==> src/sv/ttlb_pkg.sv <==
// shared types and constants for the text terminal line buffer
package ttlb_pkg;

  localparam int DEF_MAX_ROWS = 32;
  localparam int DEF_MAX_COLS = 64;

  // output queue
  localparam int OQ_AW    = 2;
  localparam int OQ_DEPTH = 1 << OQ_AW;

  // register reset values
  localparam logic [6:0]  RST_COLUMNS = 7'd64;
  localparam logic [5:0]  RST_ROWS    = 6'd32;
  localparam logic [15:0] RST_COLOR   = 16'hFFFF;

  // control characters
  localparam logic [7:0] CH_BS  = 8'd8;
  localparam logic [7:0] CH_LF  = 8'd10;
  localparam logic [7:0] CH_CR  = 8'd13;
  localparam logic [7:0] CH_DEL = 8'd127;

  typedef enum logic [1:0] {
    OP_PUT   = 2'd0,
    OP_CLEAR = 2'd1,
    OP_TICK  = 2'd2,
    OP_READ  = 2'd3
  } opcode_t;

  typedef enum logic [2:0] {
    EV_DRAW   = 3'd0,
    EV_ERASE  = 3'd1,
    EV_REDRAW = 3'd2,
    EV_CURSOR = 3'd3,
    EV_READ   = 3'd4
  } event_kind_t;

  typedef enum logic [1:0] {
    CFG_COLUMNS   = 2'd0,
    CFG_ROWS      = 2'd1,
    CFG_CURSOR_EN = 2'd2,
    CFG_COLOR     = 2'd3
  } cfg_index_t;

  typedef struct packed {
    event_kind_t kind;
    logic [4:0]  row;
    logic [5:0]  col;
    logic [7:0]  ch;
    logic [15:0] color;
    logic        shown;
    logic        last;
  } result_t;

  // up to two results written into the output queue in one cycle
  typedef struct packed {
    logic [1:0]       count;
    result_t [1:0]    ev;
  } push_t;

endpackage

==> src/sv/ttlb_out_if.sv <==
// result item channel of the text terminal line buffer
interface ttlb_out_if;
  logic        valid;
  logic        ready;
  logic [2:0]  event_kind;
  logic [4:0]  cell_row;
  logic [5:0]  cell_col;
  logic [7:0]  cell_char;
  logic [15:0] cell_color;
  logic        cursor_shown;
  logic        last_of_run;

  modport source (
    output valid, event_kind, cell_row, cell_col, cell_char, cell_color,
           cursor_shown, last_of_run,
    input  ready
  );
  modport sink (
    input  valid, event_kind, cell_row, cell_col, cell_char, cell_color,
           cursor_shown, last_of_run,
    output ready
  );
endinterface

==> src/sv/ttlb_out_fifo.sv <==
// result queue taking up to two items per cycle and driving the result channel
module ttlb_out_fifo
  import ttlb_pkg::*;
(
  input  logic              clk,
  input  logic              rst_n,
  input  push_t             push,
  output logic [OQ_AW:0]    free,
  ttlb_out_if.source        out_item
);

  result_t            q_mem [OQ_DEPTH];
  logic [OQ_AW-1:0]   wp_r, wp_nxt;
  logic [OQ_AW-1:0]   rp_r, rp_nxt;
  logic [OQ_AW:0]     cnt_r, cnt_nxt;
  logic               pop;
  result_t            head;

  assign pop  = out_item.valid && out_item.ready;
  assign free = (OQ_AW + 1)'(OQ_DEPTH) - cnt_r;

  always_comb begin
    wp_nxt  = wp_r + OQ_AW'(push.count);
    rp_nxt  = pop ? rp_r + OQ_AW'(1) : rp_r;
    cnt_nxt = cnt_r + (OQ_AW + 1)'(push.count) - (OQ_AW + 1)'(pop);
  end

  always_ff @(posedge clk) begin
    if (!rst_n) begin
      wp_r  <= '0;
      rp_r  <= '0;
      cnt_r <= '0;
    end else begin
      wp_r  <= wp_nxt;
      rp_r  <= rp_nxt;
      cnt_r <= cnt_nxt;
    end
  end

  always_ff @(posedge clk) begin
    if (push.count != 2'd0) begin
      q_mem[wp_r] <= push.ev[0];
    end
    if (push.count == 2'd2) begin
      q_mem[wp_r + OQ_AW'(1)] <= push.ev[1];
    end
  end

  assign head                  = q_mem[rp_r];
  assign out_item.valid        = (cnt_r != '0);
  assign out_item.event_kind   = head.kind;
  assign out_item.cell_row     = head.row;
  assign out_item.cell_col     = head.col;
  assign out_item.cell_char    = head.ch;
  assign out_item.cell_color   = head.color;
  assign out_item.cursor_shown = head.shown;
  assign out_item.last_of_run  = head.last;

endmodule

==> src/flat_wrapper.sv <==
// flat-port wrapper written by rule: the top's interface ports become plain ports
module ttlb_out_fifo_flat import ttlb_pkg::*;
  (clk, rst_n, push, free, out_item_valid, out_item_event_kind, out_item_cell_row, out_item_cell_col, out_item_cell_char, out_item_cell_color, out_item_cursor_shown, out_item_last_of_run, out_item_ready);
  ttlb_out_if out_item_i ();
  input  logic clk;
  input  logic rst_n;
  input  push_t push;
  output logic [OQ_AW:0] free;
  output wire logic [$bits(out_item_i.valid)-1:0] out_item_valid;
  output wire logic [$bits(out_item_i.event_kind)-1:0] out_item_event_kind;
  output wire logic [$bits(out_item_i.cell_row)-1:0] out_item_cell_row;
  output wire logic [$bits(out_item_i.cell_col)-1:0] out_item_cell_col;
  output wire logic [$bits(out_item_i.cell_char)-1:0] out_item_cell_char;
  output wire logic [$bits(out_item_i.cell_color)-1:0] out_item_cell_color;
  output wire logic [$bits(out_item_i.cursor_shown)-1:0] out_item_cursor_shown;
  output wire logic [$bits(out_item_i.last_of_run)-1:0] out_item_last_of_run;
  input wire logic [$bits(out_item_i.ready)-1:0] out_item_ready;
  assign out_item_valid = out_item_i.valid;
  assign out_item_event_kind = out_item_i.event_kind;
  assign out_item_cell_row = out_item_i.cell_row;
  assign out_item_cell_col = out_item_i.cell_col;
  assign out_item_cell_char = out_item_i.cell_char;
  assign out_item_cell_color = out_item_i.cell_color;
  assign out_item_cursor_shown = out_item_i.cursor_shown;
  assign out_item_last_of_run = out_item_i.last_of_run;
  assign out_item_i.ready = out_item_ready;
  ttlb_out_fifo u_core (.clk(clk), .rst_n(rst_n), .push(push), .free(free), .out_item(out_item_i));
endmodule
==> config.mk <==
export PLATFORM = sky130hd
export DESIGN_NAME = ttlb_out_fifo_flat
export DESIGN_NICKNAME = d
export VERILOG_FILES = /design/src/sv/ttlb_pkg.sv /design/src/sv/ttlb_out_if.sv /design/src/sv/ttlb_out_fifo.sv /design/src/flat_wrapper.sv
export SDC_FILE = /design/constraint.sdc
export NUM_CORES = 1
export LEC_CHECK = 0
export BUFFER_PORTS_ARGS = -buffer_cell sky130_fd_sc_hd__buf_2
export CORE_MARGIN = 5
export CORE_UTILIZATION = 30
export CTS_BUF_LIST = sky130_fd_sc_hd__clkbuf_8
export DETAILED_ROUTE_END_ITERATION = 12
export GPL_ROUTABILITY_DRIVEN = 0
export PLACE_DENSITY_LB_ADDON = 0.15
export SYNTH_ARGS = -nofsm -noshare
export SYNTH_HDL_FRONTEND = slang
export SYNTH_SLANG_ARGS = --single-unit
export TNS_END_PERCENT = 10
==> constraint.sdc <==
create_clock -name clk -period 12.8 [get_ports clk]
set_input_delay 2.56 -clock clk [delete_from_list [all_inputs] [get_ports clk]]
set_output_delay 2.56 -clock clk [all_outputs]
set_load 0.01 [all_outputs]
==> metrics.cfg, run 1 <==
[synthesis]
synth_cell_type_count = 26
syn-cell-area_um2 = 8520
synth_edf_count = 160
synth.most_common_cell = edfxtp_1
synthTopCellsByArea = edfxtp_1 56%, mux2_4 14%, mux4_2 11%
synth_top_area_frac = 0.564
ys_seq_area_frac = 0.585
synth_ff_type = edfxtp_1
synth_nets = 533
yosysWarnings = 0
syn_inst = 441
synth_area_leader_cell = edfxtp_1
synthArstFlopShare = 0
synth_commonest_cells = 160 x edfxtp_1, 79 x mux2_4, 75 x mux2_2
avgSynthCellArea_um2 = 19.3
ys_ff_latch = 169

[clock_network]
postCtsHoldBufs = 0
clk_latency_ns = 0.45
htreeDepth = 4
cts_setup_buffers = 0
cts_tree = built
cts-root-buf = clkbuf_8
cts_sinks = 169
path_clk_slew_ns = 0.09
numCtsBuffers = 17
cts-resized-gates = 0
ctsLongestPathBuffers = 2

[final_layout]
postLayoutCoreUtil = 0.355
n_antenna_cell = 0
fin_nets = 659
multiInputGateArea_um2 = 3340
area_growth_pct = 16.4
nFillCells = 2695
stdcell_count = 958
register_area_um2 = 4990
drive_above_1_share = 0.641

[critical_path]
crit_arrival_ns = 2.28
path_cells = buf_4 -> mux4_2 -> buf_2
crit_path_start_kind = flop
cpPeakStageDelay_ns = 0.79
crit_type = flop to primary output
crit_path_end_kind = primary output
reg2reg_slack_ns = 10.09
critPathTopFamily = flip-flops
critPathRequiredTime_ns = 10.24
crit_fanout = 21
path_buf_inv = 2
slowest_stage = dfxtp_2

[pwr]
intPower_uw = 1040
power_frac_comb = 0.261
power.switching_uw = 441
power_density_nw_per_um2 = 150
switching_share = 0.297
pwr-share-seq = 0.495
ir_drop_mv = 0.0798
p_clk_frac = 0.244
p_leak_uw = 0.00355

[global_routing]
antenna_found_initial = 4
grt_pass1_wl_um = 30200
grt_max_degree = 42
grt-ovfl-total = 0
grtUsageTotal = 0.129
grt_pass1_vias = 5051

[sta]
period_share = 0.378
report.final.slew_viol_count = 0
fmax_ghz = 0.207
grt_setup_unrepaired = false
skew_ns = 0.0128
finalCriticalPeriod_ns = 4.84
finalHoldViolCount = 0
finalSetupTns_ns = 0
setup_violations = 0
relSlewSlack = 0.272
worst_pin_slew_ns = 1.09

[die]
floorplan.initialDensity = 0.305
ios = 129
die_x_um = 179
die_area_um2 = 31900
num_rows = 61
die_h_um = 179
core-area_um2 = 27900

[drt]
drtAntennaViolNets = 0
viasPerCell = 4.64
drt_iter0_markers = 216
dr.pass1.iters = 4
drt_wl_total_um = 20200
drt-wirelength-per-cell_um = 21.1
drc_errors = 0
vias = 4445

[placed_design]
numPortBuffers = 128
dp.cells = 926
dp_hpwl_um = 11800

[job]
cap_violations = 0

[hold_path]
hp-class = flop to flop

[outcome]
status = finished, final reports clean

==> power groups by stage <==
stage	clock, uW	sequential (uW)	combinational, uW
4_1_cts	375	741	400
3_3_place_gp	0	750	395
3_5_place_dp	0	753	398
5_1_grt	399	747	423
2_1_floorplan	0	702	290
6_report	362	735	388
==> routing by layer <==
layer	wire, um	GRT usage
met2	10300	0.224
met5	42	0
met3	1040	0.0403
met1	8570	0.156
met4	273	0.0361
==> kinds of logic (layout without fill, tap and decap cells) <==
logic type,Yosys count,after routing,synth area share
multiplexers,200,200,0.352
flip-flops,169,169,0.585
buffers and inverters,37,176,0.0275
AND/OR/NAND/NOR,19,19,0.0157
adder cells (fa/ha/maj),7,7,0.0112
XOR/XNOR,6,6,0.00617
AO/OA/AOI/OAI,3,3,0.00235
==> path summary, 6_finish.rpt <==
check	cells after the start	end	startpoint
max	3	out_item_cell_char[4]	flop
min	2	flop	u_core.rp_r[1]
max reg2reg	3	u_core.q_mem[2][9]	u_core.wp_r[1]
min reg2reg	2	flop	u_core.rp_r[1]
==> tightest hold or removal path, stage by stage (launching register included) <==
cell and delay [ns]:
dfxtp_1 0.34, xnor2_1 0.06, and2_1 0.15
==> final cells by class <==
cell class | count | share of cell area
clock buffer | 17 | 0.0236
clock inverter | 15 | 0.0144
inverter | 8 | 0.00303
multi-input combinational | 235 | 0.337
sequential | 169 | 0.503
tap | 378 | 0.0477
timing repair buffer | 136 | 0.0707
==> state kept, by name (all words and copies together), names as in the netlist, named ones only <==
signal,cells
u_core.q_mem,160
u_core.cnt_r,3
u_core.wp_r,2
u_core.rp_r,2
==> cell usage in the layout, fill, tap and decap left out, drive strengths merged, types with 5 or more instances in the layout <==
cell type  count
and2           7
mux2         160
buf          136
edfxtp       160
clkbuf        17
inv           14
mux4          40
dfxtp          9
ha             6
clkinv         5
==> per-stage QoR <==
stage	hold WS, ns	instance area (um^2)	setup slack, ns	total power, uW
3_5_place_dp	0.581	9540	7.73	1150
6_report	0.597	9910	7.96	1480
4_1_cts	0.602	9910	7.86	1520
3_3_place_gp	0.570	9540	7.72	1140
2_1_floorplan	0.550	8520	6.70	992
5_1_grt	0.630	9910	7.80	1570
Note: power is estimated with default switching activity, not from simulation.
==> run 2: changes to the inputs <==
ABC_AREA = 1   (was default)
clock period = 4 ns   (was 12.8 ns; I/O delays follow)
==> metrics.cfg, run 2 <==
[drt]
vias = 6457  ; +45%
drt_iter0_markers = 407  ; +88%
drc_errors = 0  ; unchanged
viasPerCell = 4.50  ; -3.0%
drtAntennaViolNets = 0  ; unchanged
dr.pass1.iters = 4  ; unchanged
drt-wirelength-per-cell_um = 15.3  ; -27%
drt_wl_total_um = 22000  ; +8.5%

[critical_path]
crit_arrival_ns = 2.18  ; -0.10 ns
crit_path_start_kind = flop
slowest_stage = dfxtp_2
cpPeakStageDelay_ns = 0.78  ; about the same
crit_fanout = 28  ; +33%
crit_path_end_kind = primary output
crit_type = flop to primary output
critPathTopFamily = flip-flops
ff2ff_path_depth = 12  ; +9
cp.depth = 4  ; +1
path_cells = buf_4 -> o211ai_1 -> nand2_1 -> buf_2
rr_startpoint = u_core.cnt_r[0]
path_buf_inv = 2  ; unchanged
critPathRequiredTime_ns = 3.20  ; -7.04 ns
timing.rr.end = u_core.cnt_r[2]
reg2reg_slack_ns = 1.74  ; -8.35 ns
critical_path.endpoint = out_item_last_of_run

[clock_network]
cts-resized-gates = 0  ; unchanged
postCtsHoldBufs = 0  ; unchanged
path_clk_slew_ns = 0.09  ; about the same
clk_latency_ns = 0.46  ; about the same
htreeDepth = 4  ; unchanged
ctsLongestPathBuffers = 2  ; unchanged
cts-root-buf = clkbuf_8
cts_sinks = 169  ; unchanged
numCtsBuffers = 17  ; unchanged
cts_setup_buffers = 0  ; unchanged
cts_tree = built

[sta]
finalSetupTns_ns = 0  ; unchanged
grt_setup_unrepaired = false
finalHoldViolCount = 0  ; unchanged
fmax_ghz = 0.335
skew_ns = 0.0126  ; -0.000188 ns
worst_pin_slew_ns = 0.838  ; -0.255 ns
finalCriticalPeriod_ns = 2.98
period_share = 0.746
relSlewSlack = 0.441  ; +0.170
fin_ws_ns = 1.02  ; -6.94 ns
report.final.slew_viol_count = 0  ; unchanged
setup_violations = 0  ; unchanged

[die]
die_h_um = 181  ; +1.4%
num_rows = 62  ; +1.6%
die_area_um2 = 32700  ; +2.8%
core-area_um2 = 28800  ; +3.0%
floorplan.initialDensity = 0.305  ; -0.000312
ios = 129  ; unchanged
die_x_um = 181  ; +1.4%

[placed_design]
dp_hpwl_um = 13700  ; +16%
numPortBuffers = 128  ; unchanged
postPlaceCellArea_um2 = 9640  ; +1.1%
post-place-ws_ns = 1.30  ; -6.43 ns
dp.cells = 1401  ; +51%

[final_layout]
mostFrequentLayoutCells = 256 x nand2_1, 160 x edfxtp_1, 138 x inv_1, 128 x buf_2, 114 x o21ai_0
register_area_um2 = 4990  ; unchanged
fin_nets = 1128  ; +71%
largest_reg_flops = 160  ; unchanged
largest_register = u_core.q_mem
postLayoutCoreUtil = 0.350  ; -0.00504
mostFrequentLayoutCell = nand2_1
multiInputGateArea_um2 = 2880  ; -14%
reg.largest.list = u_core.q_mem x160, u_core.cnt_r x3
fin_area_um2 = 10100  ; +1.6%
nFillCells = 2950  ; +9.5%
stdcell_count = 1434  ; +50%
area_growth_pct = 14.8
drive_above_1_share = 0.217  ; -0.424

[global_routing]
use_met3 = 0.0388  ; -0.00146
grt-ovfl-total = 0  ; unchanged
grt_pass1_wl_um = 34500  ; +14%
grt-busiest-layer = met2
grt_max_degree = 117  ; +180%
antenna_found_initial = 5  ; +1
grtUsageTotal = 0.135  ; +0.00523
grt_pass1_vias = 6227  ; +23%
use_met2 = 0.220  ; -0.00371
use_met1 = 0.179  ; +0.0231

[synthesis]
yosysWarnings = 0  ; unchanged
syn_inst = 937  ; +110%
synth_commonest_cells = 260 x nand2_1, 160 x edfxtp_1, 137 x inv_1
ys_ff_latch = 169  ; unchanged
ys_seq_area_frac = 0.568  ; -0.0166
avgSynthCellArea_um2 = 9.36  ; -52%
synth_edf_count = 160  ; unchanged
synth_nets = 1029  ; +93%
synth_area_leader_cell = edfxtp_1
synth_ff_type = edfxtp_1
synth.most_common_cell = nand2_1
synthTopCellsByArea = edfxtp_1 55%, nand2_1 11%, o21ai_0 6.5%
synth_top_area_frac = 0.548  ; -0.0160
syn-cell-area_um2 = 8770  ; +2.9%
synthArstFlopShare = 0  ; unchanged
synth_cell_type_count = 27  ; +3.8%

[pwr]
p_leak_uw = 0.00441  ; +24%
power_density_nw_per_um2 = 481  ; +220%
ir_drop_mv = 0.344  ; +330%

[hold_path]
hp-class = flop to flop

[outcome]
status = finished, final reports clean

[job]
cap_violations = 0  ; unchanged

-- run 2: cell count changes after synthesis, moves of 40 or more --
cell / delta
a21oi_1: +41
mux2_2: -75
o21ai_1: +45
nand2_1: +260
inv_1: +129
mux4_2: -40
o211ai_1: +40
mux2_4: -79
o21ai_2: +41
o21ai_0: +114
-- run 2: logic make-up after synthesis --
group | after synthesis | share of synthesized area
AO/OA/AOI/OAI | 282 | 0.190
adder cells (fa/ha/maj) | 7 | 0.0108
buffers and inverters | 199 | 0.104
flip-flops | 169 | 0.568
AND/OR/NAND/NOR | 280 | 0.127
-- run 2: how the worst min path moves through the flow --
stage	slack [ns]	end	depth (start not counted)	from
detailed placement	0.52	flop	4	u_core.rp_r[1]
finish	0.54	flop	4	u_core.rp_r[1]
CTS	0.54	flop	4	u_core.rp_r[1]
global placement	0.51	flop	4	u_core.rp_r[1]
global route	0.59	flop	4	u_core.rp_r[1]
floorplan	0.49	flop	2	u_core.rp_r[0]
-- run 2: worst register-to-register path, stage by stage (launching register included) --
cell     delay, ns
dfxtp_1       0.34
inv_1         0.06
ha_1          0.19
ha_1          0.21
nor2_1        0.28
ha_1          0.29
inv_1         0.06
ha_1          0.13
inv_1         0.05
fa_1          0.38
inv_1         0.06
nand2_1       0.05
a21oi_1       0.10
-- run 2: metrics by stage --
stage	total power, uW	hold WS (ns)
detailed placement	3610	0.525
finish	4850	0.542
global placement	3600	0.506
global route	5170	0.585
CTS	4940	0.538
floorplan	3100	0.492
-- run 2: final cells by class --
cell class / count / area share
sequential: 169 / 0.496
clock inverter: 15 / 0.0189
multi-input combinational: 569 / 0.286
inverter: 139 / 0.0518
clock buffer: 17 / 0.0232
tap: 384 / 0.0477
timing repair buffer: 140 / 0.0763
antenna: 1 / 0.000249
-- run 2: per-layer routing --
layer | share of wire | routed length, um
met1 | 0.47 | 10300
met2 | 0.47 | 10200
met3 | 0.053 | 1160
met4 | 0.0088 | 194
met5 | 0.0024 | 53
-- run 2: power breakdown --
group | total, uW | switching, uW | internal, uW
logic | 1280 | 826 | 452
clock network | 1320 | 690 | 634
registers | 2250 | 99.6 | 2150
